### config.mk
export PLATFORM = sky130hd
export DESIGN_NAME = generational_handle_table_top
export DESIGN_NICKNAME = d
export VERILOG_FILES = /design/src/hw/rtl/ght_pkg.sv /design/src/hw/rtl/ght_table.sv /design/src/hw/rtl/generational_handle_table_top.sv
export SDC_FILE = /design/constraint.sdc
export NUM_CORES = 2
export LEC_CHECK = 0
export BUFFER_PORTS_ARGS = -buffer_cell sky130_fd_sc_hd__buf_2
export CORE_MARGIN = 5
export CORE_UTILIZATION = 35
export CTS_BUF_LIST = sky130_fd_sc_hd__clkbuf_8
export DETAILED_ROUTE_END_ITERATION = 8
export SLEW_MARGIN = 0
export SYNTH_ARGS = -nofsm -noshare
export SYNTH_HDL_FRONTEND = slang
export SYNTH_SLANG_ARGS = --single-unit
### constraint.sdc
create_clock -name clk -period 17.6 [get_ports clk]
set_input_delay 3.52 -clock clk [delete_from_list [all_inputs] [get_ports clk]]
set_output_delay 3.52 -clock clk [all_outputs]
set_load 0.05 [all_outputs]
### src/hw/rtl/ght_pkg.sv
// shared types and constants for the generational handle table
// no dependencies; imported by ght_table, generational_handle_table_top, handle_table_check and tb
package ght_pkg;

    localparam int SLOTS        = 16;
    localparam int SLOT_W       = 4;
    localparam int COUNT_W      = 5;
    localparam int SERIAL_W     = 64;
    localparam int PAYLOAD_BITS = 32;
    localparam int MODE_W       = 2;

    localparam logic [MODE_W-1:0] MODE_MINT    = 2'd0;
    localparam logic [MODE_W-1:0] MODE_RELEASE = 2'd1;
    localparam logic [MODE_W-1:0] MODE_LOOKUP  = 2'd2;

    typedef struct packed {
        logic [MODE_W-1:0]       mode;
        logic [SLOT_W-1:0]       slot;
        logic [SERIAL_W-1:0]     serial;
        logic [PAYLOAD_BITS-1:0] payload;
    } op_t;

    typedef struct packed {
        logic                    ok;
        logic [SLOT_W-1:0]       slot;
        logic [SERIAL_W-1:0]     serial;
        logic [PAYLOAD_BITS-1:0] payload;
        logic [COUNT_W-1:0]      used;
    } res_t;

endpackage

### src/hw/rtl/ght_table.sv
// slot storage, occupancy bits, serial counter and the per-operation result logic
// depends on ght_pkg
module ght_table (
    input  logic                          clk,
    input  logic                          rst_n,
    input  logic                          commit,
    input  ght_pkg::op_t                  op,
    input  logic [ght_pkg::COUNT_W-1:0]   active,
    output ght_pkg::res_t                 res
);
    import ght_pkg::*;

    logic [SLOTS-1:0]        occ_reg;
    logic [SLOTS-1:0]        occ_next;
    logic [PAYLOAD_BITS-1:0] payload_mem [SLOTS];
    logic [SERIAL_W-1:0]     serial_mem [SLOTS];
    logic [SERIAL_W-1:0]     next_serial_reg;
    logic [SERIAL_W-1:0]     next_serial_next;
    logic [COUNT_W-1:0]      used_reg;
    logic [COUNT_W-1:0]      used_next;

    logic [COUNT_W-1:0]      eff;
    logic                    in_range;
    logic                    live;
    logic [SLOTS-1:0]        free;
    logic                    found;
    logic [SLOT_W-1:0]       free_idx;
    logic [SERIAL_W-1:0]     serial_inc;
    logic                    do_mint;
    logic                    do_release;

    assign eff      = (active > COUNT_W'(SLOTS)) ? COUNT_W'(SLOTS) : active;
    assign in_range = ({1'b0, op.slot} < eff);
    assign live     = (op.serial != '0) && in_range && occ_reg[op.slot]
                      && (serial_mem[op.slot] == op.serial);

    // lowest free slot below the active count
    always_comb
    begin
        found    = 1'b0;
        free_idx = '0;
        for (int i = SLOTS - 1; i >= 0; i--)
        begin
            free[i] = !occ_reg[i] && (COUNT_W'(i) < eff);
            if (free[i])
            begin
                found    = 1'b1;
                free_idx = SLOT_W'(i);
            end
        end
    end

    assign serial_inc = next_serial_reg + SERIAL_W'(1);

    always_comb
    begin
        do_mint     = 1'b0;
        do_release  = 1'b0;
        res.ok      = 1'b0;
        res.slot    = '0;
        res.serial  = '0;
        res.payload = '0;
        res.used    = used_reg;
        unique case (op.mode)
            MODE_MINT:
            begin
                if (op.payload != '0 && found)
                begin
                    do_mint    = 1'b1;
                    res.ok     = 1'b1;
                    res.slot   = free_idx;
                    res.serial = next_serial_reg;
                    res.used   = used_reg + COUNT_W'(1);
                end
            end
            MODE_RELEASE:
            begin
                if (live)
                begin
                    do_release = 1'b1;
                    res.ok     = 1'b1;
                    res.used   = used_reg - COUNT_W'(1);
                end
            end
            MODE_LOOKUP:
            begin
                if (live)
                begin
                    res.ok      = 1'b1;
                    res.payload = payload_mem[op.slot];
                end
            end
            default:
            begin
                res.ok = 1'b0;
            end
        endcase
    end

    always_comb
    begin
        occ_next         = occ_reg;
        used_next        = used_reg;
        next_serial_next = next_serial_reg;
        if (commit && do_mint)
        begin
            occ_next[free_idx] = 1'b1;
            used_next          = used_reg + COUNT_W'(1);
            // wrap skips zero
            next_serial_next   = (serial_inc == '0) ? SERIAL_W'(1) : serial_inc;
        end
        else if (commit && do_release)
        begin
            occ_next[op.slot] = 1'b0;
            used_next         = used_reg - COUNT_W'(1);
        end
    end

    always_ff @(posedge clk or negedge rst_n)
    begin
        if (!rst_n)
        begin
            occ_reg         <= '0;
            used_reg        <= '0;
            next_serial_reg <= SERIAL_W'(1);
        end
        else
        begin
            occ_reg         <= occ_next;
            used_reg        <= used_next;
            next_serial_reg <= next_serial_next;
        end
    end

    // entries are only read while their occupancy bit is set
    always_ff @(posedge clk)
    begin
        if (commit && do_mint)
        begin
            payload_mem[free_idx] <= op.payload;
            serial_mem[free_idx]  <= next_serial_reg;
        end
    end

endmodule

### src/hw/rtl/generational_handle_table_top.sv
// Generational handle table: mint, release and look up (slot, serial) identities over 16
// slots. An operation is accepted every cycle while in_stall is low; its result passes
// the input register, then the result register. The lowest-free-slot search is a
// priority encoder over per-slot occupancy flip-flops, so there is no iteration and reset
// needs no clearing pass. The user writes active_slots through the cfg port only while
// idle, which the block does not enforce; depends on ght_pkg and ght_table
module generational_handle_table_top (
    input  logic                               clk,
    input  logic                               rst_n,
    input  logic                               in_valid,
    output logic                               in_stall,
    input  logic [ght_pkg::MODE_W-1:0]         mode,
    input  logic [ght_pkg::SLOT_W-1:0]         slot_in,
    input  logic [ght_pkg::SERIAL_W-1:0]       serial_in,
    input  logic [ght_pkg::PAYLOAD_BITS-1:0]   payload_in,
    output logic                               out_valid,
    input  logic                               out_stall,
    output logic                               ok,
    output logic [ght_pkg::SLOT_W-1:0]         slot_out,
    output logic [ght_pkg::SERIAL_W-1:0]       serial_out,
    output logic [ght_pkg::PAYLOAD_BITS-1:0]   payload_out,
    output logic [ght_pkg::COUNT_W-1:0]        used_count,
    input  logic                               cfg_valid,
    output logic                               cfg_ready,
    input  logic [ght_pkg::COUNT_W-1:0]        cfg_data
);
    import ght_pkg::*;

    logic               s1_valid_reg;
    logic               s1_valid_next;
    op_t                s1_op_reg;
    op_t                s1_op_next;
    logic               out_valid_reg;
    logic               out_valid_next;
    res_t               out_res_reg;
    res_t               out_res_next;
    logic [COUNT_W-1:0] active_reg;
    logic [COUNT_W-1:0] active_next;

    logic               advance;
    logic               commit;
    logic               in_beat;
    op_t                in_op;
    res_t               res;

    assign advance   = !(out_valid_reg && out_stall);
    assign in_stall  = s1_valid_reg && !advance;
    assign commit    = s1_valid_reg && advance;
    assign in_beat   = in_valid && !in_stall;
    assign cfg_ready = 1'b1;

    assign in_op.mode    = mode;
    assign in_op.slot    = slot_in;
    assign in_op.serial  = serial_in;
    assign in_op.payload = payload_in;

    ght_table u_table (
        .clk    (clk),
        .rst_n  (rst_n),
        .commit (commit),
        .op     (s1_op_reg),
        .active (active_reg),
        .res    (res)
    );

    always_comb
    begin
        s1_valid_next  = in_stall ? s1_valid_reg : in_valid;
        s1_op_next     = in_beat ? in_op : s1_op_reg;
        out_valid_next = advance ? s1_valid_reg : out_valid_reg;
        out_res_next   = commit ? res : out_res_reg;
        active_next    = cfg_valid ? cfg_data : active_reg;
    end

    always_ff @(posedge clk or negedge rst_n)
    begin
        if (!rst_n)
        begin
            s1_valid_reg  <= 1'b0;
            out_valid_reg <= 1'b0;
            active_reg    <= COUNT_W'(SLOTS);
        end
        else
        begin
            s1_valid_reg  <= s1_valid_next;
            out_valid_reg <= out_valid_next;
            active_reg    <= active_next;
        end
    end

    always_ff @(posedge clk)
    begin
        s1_op_reg   <= s1_op_next;
        out_res_reg <= out_res_next;
    end

    assign out_valid   = out_valid_reg;
    assign ok          = out_res_reg.ok;
    assign slot_out    = out_res_reg.slot;
    assign serial_out  = out_res_reg.serial;
    assign payload_out = out_res_reg.payload;
    assign used_count  = out_res_reg.used;

    a_serial_needs_ok: assert property (@(posedge clk) disable iff (!rst_n)
        (out_valid && serial_out != '0) |-> ok)
        else $error("nonzero serial on a failed result");

    a_payload_needs_ok: assert property (@(posedge clk) disable iff (!rst_n)
        (out_valid && payload_out != '0) |-> (ok && serial_out == '0))
        else $error("payload returned outside a live lookup");

    a_used_bound: assert property (@(posedge clk) disable iff (!rst_n)
        out_valid |-> (used_count <= COUNT_W'(SLOTS)))
        else $error("used count above slot count");

    a_stall_only_when_full: assert property (@(posedge clk) disable iff (!rst_n)
        in_stall |-> (s1_valid_reg && out_valid_reg && out_stall))
        else $error("input stalled with room in the pipeline");

endmodule

==> out/qor.txt <==
Final GP Congestion: 0.922
layout cells sized above 1: 0.253
Die ar.: 221000 um^2
Largest register FFs: 1024
relative slew slack: 0.188
Synth async-reset ratio: 0.0500
CTS resizes: 0
Final Cycle Share: 0.430
Initial Util: 0.352
RSZ-0062 raised after global routing: false
Total Neg Setup Slack: 0 ns
pwr dens: 112 nW/um^2
CP Data Required Time: 14.08 ns
CTS tree: built
EDFF count, synth: 1744
CTS Buf Count: 308
clock-pin slew on the worst setup and hold paths: 0.06 ns
Finished Layout Cells: 7319
yosys warns: 0
Top cell by count, worst path: buf_2
status: completed
hold path startpoint: s1_valid_reg$_DFFE_PN0N_
crit-path max FO: 3
CTS Buffer Depth: 4
syn nets: 3991
first-pass GRT wire length: 298000 um
row count: 168
Post-CTS Setup Bufs: 0
root buf cell: clkbuf_8
Seq/Total Area, Yosys: 0.740
Slowest-stage cell, CP: buf_2
CTS Hold Buffers Added: 0
Startpoint Class: input port
WL/cell: 28.5 um
slew at the pin with the worst max-slew slack: 1.22 ns
die height: 470 um
DP Wirelength: 128000 um
CP Launch Point: out_stall
Crit Path Category: in2out
ys flop type: edfxtp_1
Leak Pwr: 28.6 nW
GR Util All Layers: 0.184
Port-buffer cells: 219
Num Clock Sinks: 1840
Worst Path Arrival: 4.05 ns
dpl cells: 6791
Via density: 5.51
routed vias: 40310
layout overhead on the synthesized area: 13.3%
io pins: 221
minimum clock period: 7.57 ns
vias in the first global route: 40683
grt ovf: 0
initial antenna violation count: 16
DRC Markers: 0
Final setup viols: 0
Iteration-0 DRC Markers: 4817
H-tree depth: 5
Yosys cell types: 97
Core ar.: 210000 um^2
nature of the critical path endpoint: output port
Routed WL: 208000 um
Syn Inst Count: 3869
DRT Pass-1 Iters: 6
Max Freq: 0.132 GHz
Peak supply drop: 0.0981 mV
Worst Hold Class: reg2reg
Clock Skews: 0.0767 ns
antenna viol nets, final: 0
largest net degree at the start of global routing: 99
#FFs+latches synth: 1840
Pins Over Slew Limit: 0
endpoints failing hold: 0
Synth Cell Area: 74000 um^2
nets@finish: 4418
Max Cap Violations: 0
Mean Syn Cell Area: 19.1 um^2
CP peak stage delay: 0.26 ns
DIE WIDTH: 470 um
worst path cell trace: buf_2 > nand3_1 > inv_1 > buf_2
worst-skew pair later-pin latency: 1.03 ns
## kinds of logic (layout without fill, tap and decap cells)
| kind of cell | Yosys count | count (layout) | synth area share |
|---|---|---|---|
| buf+inv | 243 | 883 | 0.0171 |
| compound gates | 304 | 304 | 0.0280 |
| other cells | 1 | 6 | 0.0000507 |
| mux | 555 | 555 | 0.139 |
| simple gates | 769 | 769 | 0.0566 |
| flops | 1840 | 1840 | 0.740 |
| fa+ha+maj | 11 | 11 | 0.00183 |
| xor+xnor | 146 | 146 | 0.0173 |
## Yosys cell counts (all sizes together), types with 27 or more instances
master	n	area, um^2
dfrtp	90	2250
and3	27	169
a21oi	58	290
nor2b	50	313
nand2	124	468
nor3	50	250
mux4	373	8420
a22oi	42	315
xor2	51	447
inv	40	150
buf	101	736
nor4	49	319
nor2	129	484
nand2b	27	169
o21ai	57	285
mux2i	151	1510
and2	82	513
nand4	74	469
clkbuf	102	383
xnor2	95	832
edfxtp	1744	52400
mux2	31	353
nand3	75	375
## per-stage QoR
stage	power, mW	instance area (um^2)	hold slack [ns]	utilization	setup WS (ns)
after CTS	9.43	83800	0.531	0.399	10.03
after global placement	5.98	78400	0.508	0.373	9.78
after floorplan	5.66	74000	0.465	-	1.26
final	9.36	83800	0.526	0.399	10.03
after detailed placement	5.99	78400	0.520	0.373	9.81
after global routing	9.70	83800	0.542	0.399	9.98
## critical path, delay by kind of cell
kind	cells	cell delay [ns]
buf+inv	3	0.43
simple gates	1	0.10
## area by class of cell
type | count | area [um^2]
clock inverter | 203 | 995
antenna | 5 | 12.5
timing repair buffer | 320 | 1890
fill | 18919 | 126000
tap | 2805 | 3510
multi-input combinational | 1786 | 18100
clock buffer | 320 | 4400
sequential | 1840 | 54800
inverter | 40 | 153
## path summary, 6_finish.rpt
path,cells after the start,slack [ns],to
hold / removal,1,0.53,out_valid$_DFFE_PN0N_
setup / recovery,4,10.03,in_stall
max in group asynchronous,2,13.84,out_valid$_DFFE_PN0N_
hold reg to reg,1,0.53,out_valid$_DFFE_PN0N_
setup reg to reg,13,11.71,payload_out[7]$_SDFFCE_PN0P_
min in group asynchronous,1,2.51,u_table.next_serial_reg[61]$_DFFE_PN0P_
## metal layers
metal  share of wire  GRT usage  vias to the layer above
met5        0.000082          0                        -
met4           0.024     0.0489                        2
met3           0.083     0.0370                      359
met2            0.47      0.287                     2011
met1            0.43      0.264                    21299
li1                -          -                    16639
## report_power, final
part	internal [mW]	total (mW)	leakage (nW)	switching, mW
sequential	4.92	5.06	18.1	0.136
combinational	0.293	0.849	7.46	0.555
clock	1.76	3.45	3.09	1.69
total	6.98	9.36	28.6	2.38
## cells in the final DEF (no fill, tap or decap), types with 7 or more instances in the layout
cell,instances
clkinv_2,34
dfrtp_1,90
nand3b_1,9
o21ai_0,48
o21ai_1,9
a21o_1,7
nand4_1,73
mux2_2,30
and4_1,16
clkbuf_8,320
nor2_1,125
nor2b_1,47
ha_1,10
xor2_1,51
clkinv_1,70
and3_1,24
nand2b_1,27
o22ai_1,15
and2_1,79
buf_2,218
mux2i_1,151
xnor2_1,95
a22oi_1,42
nor3_1,47
nor3b_1,8
nand2_1,123
buf_4,99
mux4_2,369
or3_1,14
inv_1,121
nand3_1,75
o31ai_1,9
o211ai_1,10
nor4_1,45
edfxtp_1,1744
a21oi_1,58
a31oi_1,20
Power figures use the tool's default switching activity.
